### src/rtl/core/rqia_pkg.sv
// ----------------------------------------------------------------------------
// rqia_pkg
// Shared types, request codes and pointer helpers for the ring queue.
// ----------------------------------------------------------------------------
package rqia_pkg;

  localparam int DEPTH_DEF      = 16;
  localparam int DATA_WIDTH_DEF = 32;

  localparam int CAP_W   = 5;
  localparam int IDX_W   = 4;
  localparam int BUS_W   = 32;
  localparam int REQ_W   = 2;
  localparam int ARITH_W = CAP_W + 1;

  localparam int CAP_RESET = 16;

  typedef logic [REQ_W-1:0]   req_type_t;
  typedef logic [BUS_W-1:0]   bus_word_t;
  typedef logic [IDX_W-1:0]   index_t;
  typedef logic [CAP_W-1:0]   cap_t;
  typedef logic [ARITH_W-1:0] arith_t;

  localparam req_type_t REQ_PUSH   = 2'd0;
  localparam req_type_t REQ_POP    = 2'd1;
  localparam req_type_t REQ_PEEK   = 2'd2;
  localparam req_type_t REQ_DELETE = 2'd3;

  // Advance a pointer by one slot, wrapping at the slot count.
  function automatic arith_t step_up(arith_t p, cap_t c);
    arith_t n;
    n = p + arith_t'(1);
    if (n >= arith_t'(c)) begin
      n = n - arith_t'(c);
    end
    return n;
  endfunction

  // Pointer plus a logical offset below the slot count, wrapped once.
  function automatic arith_t offset(arith_t p, index_t k, cap_t c);
    arith_t n;
    n = p + arith_t'(k);
    if (n >= arith_t'(c)) begin
      n = n - arith_t'(c);
    end
    return n;
  endfunction

endpackage

### src/rtl/core/rqia_ifs.sv
// ----------------------------------------------------------------------------
// rqia request and response channels
// Valid/ready channels that carry one request or one response per transaction.
// ----------------------------------------------------------------------------
interface rqia_req_if;
  import rqia_pkg::*;

  logic      valid;
  logic      ready;
  req_type_t req_type;
  bus_word_t data_in;
  index_t    index;

  modport source (output valid, output req_type, output data_in, output index,
                  input ready);
  modport sink   (input valid, input req_type, input data_in, input index,
                  output ready);
endinterface

interface rqia_rsp_if;
  import rqia_pkg::*;

  logic      valid;
  logic      ready;
  logic      status;
  bus_word_t data_out;

  modport source (output valid, output status, output data_out, input ready);
  modport sink   (input valid, input status, input data_out, output ready);
endinterface

### src/rtl/core/rqia_ram.sv
// ----------------------------------------------------------------------------
// rqia_ram
// Simple dual-port RAM with one write port and one registered read port.
// ----------------------------------------------------------------------------
module rqia_ram #(
  parameter int WIDTH = 32,
  parameter int DEPTH = 16
) (
  input  logic                     clk,
  input  logic                     we,
  input  logic [$clog2(DEPTH)-1:0] waddr,
  input  logic [WIDTH-1:0]         wdata,
  input  logic [$clog2(DEPTH)-1:0] raddr,
  output logic [WIDTH-1:0]         rdata
);

  logic [WIDTH-1:0] mem [DEPTH];

  always_ff @(posedge clk) begin
    if (we) begin
      mem[waddr] <= wdata;
    end
    rdata <= mem[raddr];
  end

endmodule

### src/rtl/core/ring_queue_with_indexed_access.sv
// ----------------------------------------------------------------------------
// ring_queue_with_indexed_access
// Circular queue with push, pop, peek at index and delete at index.
// ----------------------------------------------------------------------------
// The block handles one request at a time and returns exactly one response per
// request. A push, or any request that fails, goes straight to the response
// state; a pop or a peek that succeeds first passes through a RAM read state;
// and a delete first moves the occupancy - index - 1 words behind the deleted
// one through the single RAM write port at one word per cycle. A new request
// is taken as soon as the previous one has handed its response to the output
// register, even if that response has not yet been taken. A write of the
// capacity register empties the queue; a capacity of zero means one slot and
// values above DEPTH mean DEPTH slots.
module ring_queue_with_indexed_access #(
  parameter int DEPTH      = rqia_pkg::DEPTH_DEF,
  parameter int DATA_WIDTH = rqia_pkg::DATA_WIDTH_DEF
) (
  input  logic                  clk,
  input  logic                  rst,
  input  logic                  cfg_we,
  input  logic [rqia_pkg::CAP_W-1:0] cfg_wdata,
  rqia_req_if.sink              req,
  rqia_rsp_if.source            rsp
);
  import rqia_pkg::*;

  localparam int PTR_W   = $clog2(DEPTH);
  localparam int CAP_MAX = (DEPTH < 31) ? DEPTH : 31;
  localparam int CAP_RST = (CAP_RESET < CAP_MAX) ? CAP_RESET : CAP_MAX;

  localparam logic [1:0] ST_IDLE = 2'd0;
  localparam logic [1:0] ST_READ = 2'd1;
  localparam logic [1:0] ST_MOVE = 2'd2;
  localparam logic [1:0] ST_RESP = 2'd3;

  logic [1:0]            state;
  cap_t                  slots;
  logic [PTR_W-1:0]      head;
  logic [PTR_W-1:0]      tail;
  cap_t                  occ;
  logic [PTR_W-1:0]      cur_dst;
  logic [PTR_W-1:0]      cur_src;
  cap_t                  moves;
  logic                  res_status;
  bus_word_t             res_data;
  logic                  out_valid;
  logic                  out_status;
  bus_word_t             out_data;

  logic                  accept;
  logic                  out_free;
  logic                  idx_bad;
  arith_t                peek_pos;
  arith_t                del_src;
  cap_t                  del_moves;
  logic [PTR_W-1:0]      tail_back;
  logic                  ram_we;
  logic [PTR_W-1:0]      ram_waddr;
  logic [DATA_WIDTH-1:0] ram_wdata;
  logic [PTR_W-1:0]      ram_raddr;
  logic [DATA_WIDTH-1:0] ram_rdata;

  assign req.ready    = (state == ST_IDLE);
  assign accept       = req.valid && req.ready;
  assign out_free     = !out_valid || rsp.ready;
  assign rsp.valid    = out_valid;
  assign rsp.status   = out_status;
  assign rsp.data_out = out_data;

  assign idx_bad   = (cap_t'(req.index) >= occ);
  assign peek_pos  = offset(arith_t'(head), req.index, slots);
  assign del_src   = step_up(peek_pos, slots);
  assign del_moves = occ - cap_t'(req.index) - cap_t'(1);
  assign tail_back = (tail == '0) ? PTR_W'(slots - cap_t'(1)) : tail - PTR_W'(1);

  always_comb begin
    ram_raddr = PTR_W'(step_up(arith_t'(cur_src), slots));
    if (state == ST_IDLE) begin
      case (req.req_type)
        REQ_POP:    ram_raddr = head;
        REQ_PEEK:   ram_raddr = PTR_W'(peek_pos);
        REQ_DELETE: ram_raddr = PTR_W'(del_src);
        default:    ram_raddr = head;
      endcase
    end
  end

  always_comb begin
    ram_we    = 1'b0;
    ram_waddr = tail;
    ram_wdata = DATA_WIDTH'(req.data_in);
    if (state == ST_MOVE) begin
      ram_we    = 1'b1;
      ram_waddr = cur_dst;
      ram_wdata = ram_rdata;
    end else if (accept && req.req_type == REQ_PUSH && occ < slots) begin
      ram_we = 1'b1;
    end
  end

  rqia_ram #(
    .WIDTH (DATA_WIDTH),
    .DEPTH (DEPTH)
  ) u_ram (
    .clk   (clk),
    .we    (ram_we),
    .waddr (ram_waddr),
    .wdata (ram_wdata),
    .raddr (ram_raddr),
    .rdata (ram_rdata)
  );

  always_ff @(posedge clk) begin
    if (rst) begin
      state     <= ST_IDLE;
      slots     <= cap_t'(CAP_RST);
      head      <= '0;
      tail      <= '0;
      occ       <= '0;
      out_valid <= 1'b0;
    end else begin
      if (cfg_we) begin
        if (cfg_wdata == '0) begin
          slots <= cap_t'(1);
        end else if (int'(cfg_wdata) > CAP_MAX) begin
          slots <= cap_t'(CAP_MAX);
        end else begin
          slots <= cfg_wdata;
        end
        head <= '0;
        tail <= '0;
        occ  <= '0;
      end

      if (rsp.valid && rsp.ready) begin
        out_valid <= 1'b0;
      end

      case (state)
        ST_IDLE: begin
          if (accept) begin
            res_status <= 1'b0;
            res_data   <= '0;
            state      <= ST_RESP;
            case (req.req_type)
              REQ_PUSH: begin
                if (occ >= slots) begin
                  res_status <= 1'b1;
                end else begin
                  tail <= PTR_W'(step_up(arith_t'(tail), slots));
                  occ  <= occ + cap_t'(1);
                end
              end
              REQ_POP: begin
                if (occ == '0) begin
                  res_status <= 1'b1;
                end else begin
                  head  <= PTR_W'(step_up(arith_t'(head), slots));
                  occ   <= occ - cap_t'(1);
                  state <= ST_READ;
                end
              end
              REQ_PEEK: begin
                if (idx_bad) begin
                  res_status <= 1'b1;
                end else begin
                  state <= ST_READ;
                end
              end
              default: begin
                if (idx_bad) begin
                  res_status <= 1'b1;
                end else if (del_moves == '0) begin
                  tail <= tail_back;
                  occ  <= occ - cap_t'(1);
                end else begin
                  cur_dst <= PTR_W'(peek_pos);
                  cur_src <= PTR_W'(del_src);
                  moves   <= del_moves;
                  state   <= ST_MOVE;
                end
              end
            endcase
          end
        end
        ST_READ: begin
          res_data <= BUS_W'(ram_rdata);
          state    <= ST_RESP;
        end
        ST_MOVE: begin
          if (moves == cap_t'(1)) begin
            tail  <= tail_back;
            occ   <= occ - cap_t'(1);
            state <= ST_RESP;
          end else begin
            moves   <= moves - cap_t'(1);
            cur_dst <= cur_src;
            cur_src <= PTR_W'(step_up(arith_t'(cur_src), slots));
          end
        end
        ST_RESP: begin
          if (out_free) begin
            out_valid  <= 1'b1;
            out_status <= res_status;
            out_data   <= res_data;
            state      <= ST_IDLE;
          end
        end
        default: begin
          state <= ST_IDLE;
        end
      endcase
    end
  end

endmodule
### src/flat_wrapper.sv
// flat-port wrapper written by rule: the top's interface ports become plain ports
module ring_queue_with_indexed_access_flat import rqia_pkg::*;
#(
  parameter int DEPTH      = rqia_pkg::DEPTH_DEF,
  parameter int DATA_WIDTH = rqia_pkg::DATA_WIDTH_DEF
)
  (clk, rst, cfg_we, cfg_wdata, req_valid, req_req_type, req_data_in, req_index, req_ready, rsp_valid, rsp_status, rsp_data_out, rsp_ready);
  rqia_req_if req_i ();
  rqia_rsp_if rsp_i ();
  input  logic clk;
  input  logic rst;
  input  logic cfg_we;
  input  logic [rqia_pkg::CAP_W-1:0] cfg_wdata;
  input wire logic [$bits(req_i.valid)-1:0] req_valid;
  input wire logic [$bits(req_i.req_type)-1:0] req_req_type;
  input wire logic [$bits(req_i.data_in)-1:0] req_data_in;
  input wire logic [$bits(req_i.index)-1:0] req_index;
  output wire logic [$bits(req_i.ready)-1:0] req_ready;
  output wire logic [$bits(rsp_i.valid)-1:0] rsp_valid;
  output wire logic [$bits(rsp_i.status)-1:0] rsp_status;
  output wire logic [$bits(rsp_i.data_out)-1:0] rsp_data_out;
  input wire logic [$bits(rsp_i.ready)-1:0] rsp_ready;
  assign req_i.valid = req_valid;
  assign req_i.req_type = req_req_type;
  assign req_i.data_in = req_data_in;
  assign req_i.index = req_index;
  assign req_ready = req_i.ready;
  assign rsp_valid = rsp_i.valid;
  assign rsp_status = rsp_i.status;
  assign rsp_data_out = rsp_i.data_out;
  assign rsp_i.ready = rsp_ready;
  ring_queue_with_indexed_access #(.DEPTH(DEPTH), .DATA_WIDTH(DATA_WIDTH)) u_core (.clk(clk), .rst(rst), .cfg_we(cfg_we), .cfg_wdata(cfg_wdata), .req(req_i), .rsp(rsp_i));
endmodule
### config.mk
export PLATFORM = sky130hd
export DESIGN_NAME = ring_queue_with_indexed_access_flat
export DESIGN_NICKNAME = d
export VERILOG_FILES = /design/src/rtl/core/rqia_pkg.sv /design/src/rtl/core/rqia_ifs.sv /design/src/rtl/core/rqia_ram.sv /design/src/rtl/core/ring_queue_with_indexed_access.sv /design/src/flat_wrapper.sv
export SDC_FILE = /design/constraint.sdc
export NUM_CORES = 1
export LEC_CHECK = 0
export CORE_MARGIN = 5
export CORE_UTILIZATION = 55
export DETAILED_ROUTE_END_ITERATION = 10
export DONT_BUFFER_PORTS = 1
export PLACE_DENSITY = 0.82
export SLEW_MARGIN = 20
export SYNTH_ARGS = -nofsm -noshare
export SYNTH_HDL_FRONTEND = slang
export SYNTH_SLANG_ARGS = --single-unit
### constraint.sdc
create_clock -name clk -period 9.9 [get_ports clk]
set_input_delay 0.495 -clock clk [delete_from_list [all_inputs] [get_ports clk]]
set_output_delay 0.495 -clock clk [all_outputs]
set_load 0.05 [all_outputs]
==> results of run 1 <==
power by group through the flow:
stage	clock network (mW)	logic, mW	registers (mW)
global route	2.54	2.91	3.59
floorplan	0	2.00	3.57
global placement	0	2.55	3.62
detailed placement	0	2.64	3.63
finish	2.40	2.71	3.58
CTS	2.43	2.67	3.58
stage by stage:
stage                     instance area, sq um  hold slack (ns)  utilization (%)  power, mW  instances
after CTS                                30100          0.00258             61.4       8.68       2595
after global placement                   28000            0.403             57.1       6.17       2481
after floorplan                          27300            0.400                -       5.57       1896
after global routing                     30100           0.0221             61.4       9.05       2597
after detailed placement                 28000            0.405             57.1       6.28       2481
final                                    30100           0.0256             61.4       8.69       2598
worst paths after layout:
check / to / slack [ns] / cells after the start
max: u_core.u_ram.rdata[17]$_DFF_P_ / 3.07 / 22
min: u_core.slots[3]$_SDFFE_PP0P_ / 0.03 / 2
max reg2reg: u_core.u_ram.rdata[17]$_DFF_P_ / 3.07 / 22
min reg2reg: u_core.rsp.data_out[6]$_DFFE_PP_ / 0.42 / 0
registers in the layout, summed over array words and instances (netlist names), 5 cells and up:
name / cells
u_core.u_ram.mem: 512
u_core.res_data: 32
u_core.rsp.data_out: 32
u_core.u_ram.rdata: 32
u_core.moves: 5
u_core.occ: 5
u_core.slots: 5
kinds of logic after synthesis:
family | synth area share, %
flip-flops | 68.9
AO/OA/AOI/OAI | 10.8
AND/OR/NAND/NOR | 6.81
multiplexers | 6.81
buffers and inverters | 2.48
adder cells (fa/ha/maj) | 3.22
XOR/XNOR | 0.894
Yosys cell counts, types with 9 or more instances:
cell / n
xor2_1: 11
a21o_1: 17
nand2_1: 168
and2_1: 37
mux2i_1: 135
buf_2: 31
ha_1: 59
inv_1: 46
a31oi_1: 11
nand2b_1: 9
nor3_1: 13
clkbuf_1: 59
dfxtp_1: 53
xnor2_1: 15
a21oi_1: 166
edfxtp_1: 591
or4_1: 32
o21ai_0: 31
buf_1: 10
a221oi_1: 131
mux2_2: 45
nand3_1: 25
nor2_1: 75
placed cells by master (no fill, tap or decap), drive strengths merged, types with 4 or more instances in the layout:
cell | synthesis | layout
nor2 | 75 | 75
a21o | 17 | 17
a21oi | 170 | 170
xor2 | 12 | 12
a211oi | 8 | 8
o22ai | 8 | 8
clkbuf | 59 | 86
a221oi | 131 | 131
nor3 | 13 | 13
nand2b | 9 | 9
dfxtp | 53 | 53
inv | 46 | 47
o211ai | 4 | 4
a31oi | 11 | 11
and3 | 7 | 7
o21ai | 31 | 31
buf | 51 | 31
o21a | 6 | 6
mux2i | 135 | 135
nand2 | 169 | 169
and2 | 38 | 38
bufinv | 0 | 8
edfxtp | 591 | 591
or4 | 32 | 32
xnor2 | 15 | 15
a21boi | 4 | 4
a221o | 4 | 4
nor2b | 7 | 7
a22oi | 5 | 5
fa | 7 | 7
ha | 59 | 59
nand3 | 25 | 25
mux2 | 45 | 45
clkinv | 0 | 18
layout make-up:
type | instances | area, sq um
multi-input combinational | 1096 | 7960
timing repair buffer | 32 | 268
fill | 3488 | 18900
sequential | 644 | 18800
clock inverter | 27 | 385
inverter | 46 | 173
antenna | 3 | 7.51
clock buffer | 86 | 1700
tap | 664 | 831
routing by layer:
metal  global-route usage (%)  part of all wire (%)
met5                        0                 0.031
met2                     38.6                    49
met4                     7.75                   3.2
met3                     4.00                   8.8
met1                     31.7                    39
critical path, delay by kind of cell (launching register included):
family | cells | cell delay, ns
fa+ha+maj | 5 | 1.58
xor+xnor | 1 | 0.22
flops | 1 | 0.40
buf+inv | 1 | 0.80
compound gates | 10 | 2.84
simple gates | 5 | 0.89
repair_timing:
item	in CTS	in global routing
endpoints found under the hold margin	21	0
resized for setup	0	0
hold buffers	1	0
==> impl_metrics.ini, run 1 <==
[routing]
drtPass1Iterations = 6
via_per_inst = 6.45
antenna_left = 0
drtIter0Drc = 2262
drcViolationCount = 0
wl_mm = 65.1
wl_per_cell_microns = 25.0
vias = 16752

[pwr]
power.leakage_nw = 10.4
cellPowerDensity_nw_per_um2 = 288
ir_drop_mv = 0.401
switching_power_mw = 2.95
p_comb_share_pct = 31.2
pwr-share-clk_pct = 27.6
intPower_mw = 5.74
swShare_pct = 34.0
power.share.sequential_pct = 41.2

[setup_path]
start_kind = flip-flop
r2r_start = u_core.head[0]$_SDFF_PP0_
crit_start = u_core.head[0]$_SDFF_PP0_
critPathMaxStageDelay_ns = 0.80
cp-end-kind = flip-flop
crit_top_cell = ha_1
required_ns = 10.48
crit_type = reg -> reg
crit_path_top_delay_cell = buf_4
crit_path_cell_trace = ha_1, fa_1, a21o_1, a21o_1, ha_1, a21oi_1, nand2_1, o21ai_0, and2_1, ha_1, xor2_1, ha_1, nand2b_1, a31oi_1, a211oi_1, nand2_1, a21oi_2, o211a_4, buf_4, a21oi_1, a221oi_1, or4_1
cp_data_arrival_time_ns = 7.41
path_max_fanout = 68

[sta]
tns_ns = 0
finalSetupViolCount = 0
finClkSkew_ns = 0.0323
worst_pin_slew_ns = 1.25
max-slew-margin-rel_pct = 16.7
rsz0062_at_grt = false
final_max_slew_viol_count = 0
setup_slack_ns = 3.07
hold_viol_final = 0
layout_min_cycle_time_ns = 6.83
max_freq_ghz = 0.146
min_period_over_period_pct = 69.0

[logic_synthesis]
synth-edff-count = 591
synth-main-ff-cell = edfxtp_1
synth_cell_types = 71
ys_ff_latch = 644
synthCells = 1896
synth.largest_area_cell = edfxtp_1
synthTopCellsByArea = edfxtp_1, mux2i_1, a221oi_1
yosysWarnings = 0
ys_seq_area_share_pct = 68.9
syn_area_per_cell_sq_um = 14.4
netlist.area_leader.share_pct = 65.0
synth_nets = 2010
syn_area_sq_um = 27300
synthArstFlopShare_pct = 0

[clock_network]
clk_latency_ns = 0.64
cts_buffer_depth = 3
root_buffer = clkbuf_16
post_cts_buffers = 0
htreeDepth = 2
cts_buffers = 60
cts_sinks = 644
cts_tree = built
clkTransAtPathRegs_ns = 0.06

[grt]
grt_max_degree = 255
grt_usage_pct = 23.3
grt_pass1_vias = 16219
grt_pass1_wl_mm = 96.7
antenna_found_initial = 4
grt-ovfl-total = 0

[run_status]
status = completed

[floorplanning]
initial_core_util_pct = 55.6
die_width_microns = 233
dieArea_sq_um = 54200
row_count = 81
pin_count = 83
core-area_sq_um = 49100
die_h_microns = 233

[min_path]
hold_path_class = in -> reg
min_from = cfg_wdata[3]

[placed_design]
dp_hpwl_mm = 34.2
portBuffers = 0
gp_congestion = 0.896
place_ws_ns = 3.08

[cells_and_area]
drive_above_1_share_pct = 10.4
layout.nets = 1994
syn_to_final_growth_pct = 10.4

[job]
cap_violations = 0
No activity file was read; power rests on OpenSTA's default activity.
==> run 2, diff against run 1 <==
--- a/config.mk
+++ b/config.mk
@@ -9,7 +9,7 @@
 export CORE_UTILIZATION = 55
 export DETAILED_ROUTE_END_ITERATION = 10
 export DONT_BUFFER_PORTS = 1
-export PLACE_DENSITY = 0.82
+export PLACE_DENSITY = 0.85
 export SLEW_MARGIN = 20
 export SYNTH_ARGS = -nofsm -noshare
 export SYNTH_HDL_FRONTEND = slang
==> constraint.sdc (replaced) <==
create_clock -name clk -period 6.2 [get_ports clk]
set_input_delay 0.31 -clock clk [delete_from_list [all_inputs] [get_ports clk]]
set_output_delay 0.31 -clock clk [all_outputs]
set_load 0.05 [all_outputs]
==> impl_metrics.ini, run 2 (same netlist as run 1, synthesis figures left out) <==
[placed_design]
dp.cells = 2507
place_area_sq_um = 28500
portBuffers = 0
dp_hpwl_mm = 37.4
gp_congestion = 0.892

[min_path]
hold_path_class = in -> reg
min_from = cfg_we

[grt]
grt_usage_pct = 23.3
grt-ovfl-total = 0
grt_pass1_vias = 17031
grt_pass1_wl_mm = 97.4
antenna_found_initial = 8
grt_max_degree = 103

[cells_and_area]
drive_above_1_share_pct = 12.4
top_register = u_core.u_ram.mem
layout.nets = 2035
instances_no_fill = 2642
syn_to_final_growth_pct = 12.3
final_cell_mix = edfxtp_1, nand2_1, a21oi_1
utilization_pct = 62.5
design_area_sq_um = 30600
final_common_cell = edfxtp_1
largest_register_ffs = 512

[clock_network]
cts_sinks = 644
cts_buffers = 59
cts_buffer_depth = 3
root_buffer = clkbuf_16
htreeDepth = 2
clk_latency_ns = 0.64
clkTransAtPathRegs_ns = 0.07
cts_tree = built

[sta]
min_period_over_period_pct = 96.2
finClkSkew_ns = 0.0466
rsz0062_at_grt = false
finalSetupViolCount = 0
layout_min_cycle_time_ns = 5.96
max-slew-margin-rel_pct = 28.3
hold_viol_final = 0
worst_pin_slew_ns = 1.07
final_max_slew_viol_count = 0
max_freq_ghz = 0.168
tns_ns = 0

[pwr]
ir_drop_mv = 0.338
cellPowerDensity_nw_per_um2 = 461
power.leakage_nw = 10.6

[setup_path]
path_max_fanout = 25
crit_cells = 25
rr_worst_depth = 25
crit_type = reg -> reg
critPathTopFamily = adder cells
cp-end-kind = flip-flop
critPathBufInv = 4
r2r_start = u_core.head[0]$_SDFF_PP0_
crit_start = u_core.head[0]$_SDFF_PP0_
critPathMaxStageDelay_ns = 0.52
r2r_slack_ns = 0.24
crit_top_cell = ha_1
required_ns = 6.71
crit_path_top_delay_cell = or4_1
crit_end = u_core.u_ram.rdata[16]$_DFF_P_
cp_data_arrival_time_ns = 6.48
start_kind = flip-flop
reg2reg_to = u_core.u_ram.rdata[16]$_DFF_P_

[floorplanning]
core-area_sq_um = 49100
pin_count = 83
row_count = 81
dieArea_sq_um = 54200
die_h_microns = 233
die_width_microns = 233
initial_core_util_pct = 55.6

[routing]
wl_mm = 65.4
vias = 17019
antenna_left = 0
drcViolationCount = 0
via_per_inst = 6.44
drtIter0Drc = 2162
wl_per_cell_microns = 24.8
drtPass1Iterations = 6

[job]
cap_violations = 0

[run_status]
status = completed
-- run 2: where the power goes --
| part | switching, mW | internal [mW] |
|---|---|---|
| combinational | 3.02 | 1.81 |
| clock | 1.57 | 2.02 |
| sequential | 0.230 | 5.48 |
-- run 2: area by class of cell --
cell class	instances	area [sq um]
sequential	644	18800
fill	3391	18400
multi-input combinational	1096	8010
clock buffer	82	1630
timing repair buffer	74	881
tap	664	831
clock inverter	29	294
inverter	46	173
antenna	7	17.5
-- run 2: worst min path at each step --
stage                                            end  slack, ns  depth (start not counted)
CTS                         u_core.occ[0]$_SDFF_PP0_       0.04                          3
floorplan           u_core.rsp.data_out[0]$_DFFE_PP_       0.40                          0
global placement           u_core.head[3]$_SDFF_PP0_       0.38                          1
global route                u_core.occ[0]$_SDFF_PP0_       0.06                          3
detailed placement      u_core.slots[0]$_SDFFE_PP0P_       0.39                          1
finish                      u_core.occ[0]$_SDFF_PP0_       0.07                          3
-- run 2: timing repair --
item | 4_1_cts | 5_1_grt
resized for setup | 0 | 16
hold buffers | 8 | 0
endpoints found under the hold margin | 37 | 0
setup endpoints to repair | 0 | 32
buffers inserted | 0 | 6
-- run 2: through the flow --
step	hold slack [ns]	power [mW]	worst slack, ns
floorplan	0.400	8.90	0.737
global placement	0.384	10.1	0.267
finish	0.0667	14.1	0.237
CTS	0.0354	14.0	0.0539
detailed placement	0.387	10.4	0.0834
global route	0.0617	14.7	0.00620
-- run 2: worst register-to-register path, stage by stage (launching register included) --
cell and delay [ns]:
dfxtp_1 0.31, ha_1 0.21, fa_1 0.43, a21o_1 0.17, a21o_1 0.20, ha_1 0.38, a21oi_2 0.20, and2_2 0.22
nand3_1 0.11, and2_2 0.22, ha_1 0.21, xor2_1 0.16, ha_1 0.36, nand3_1 0.10, a31oi_1 0.10, a211oi_2 0.30
nand2_2 0.13, a2111o_1 0.39, o211ai_1 0.10, buf_4 0.16, buf_4 0.13, buf_6 0.18, buf_12 0.21, mux2i_1 0.24
a221oi_1 0.12, or4_1 0.52
-- run 2: layer usage --
| layer | vias to the layer above | global-route usage (%) | wire length (microns) |
|---|---|---|---|
| li1 | 7427 | - | - |
| met1 | 8430 | 29.7 | 24000 |
| met2 | 971 | 40.0 | 32800 |
| met3 | 187 | 4.39 | 6040 |
| met4 | 4 | 8.68 | 2590 |
| met5 | - | 0 | 32 |
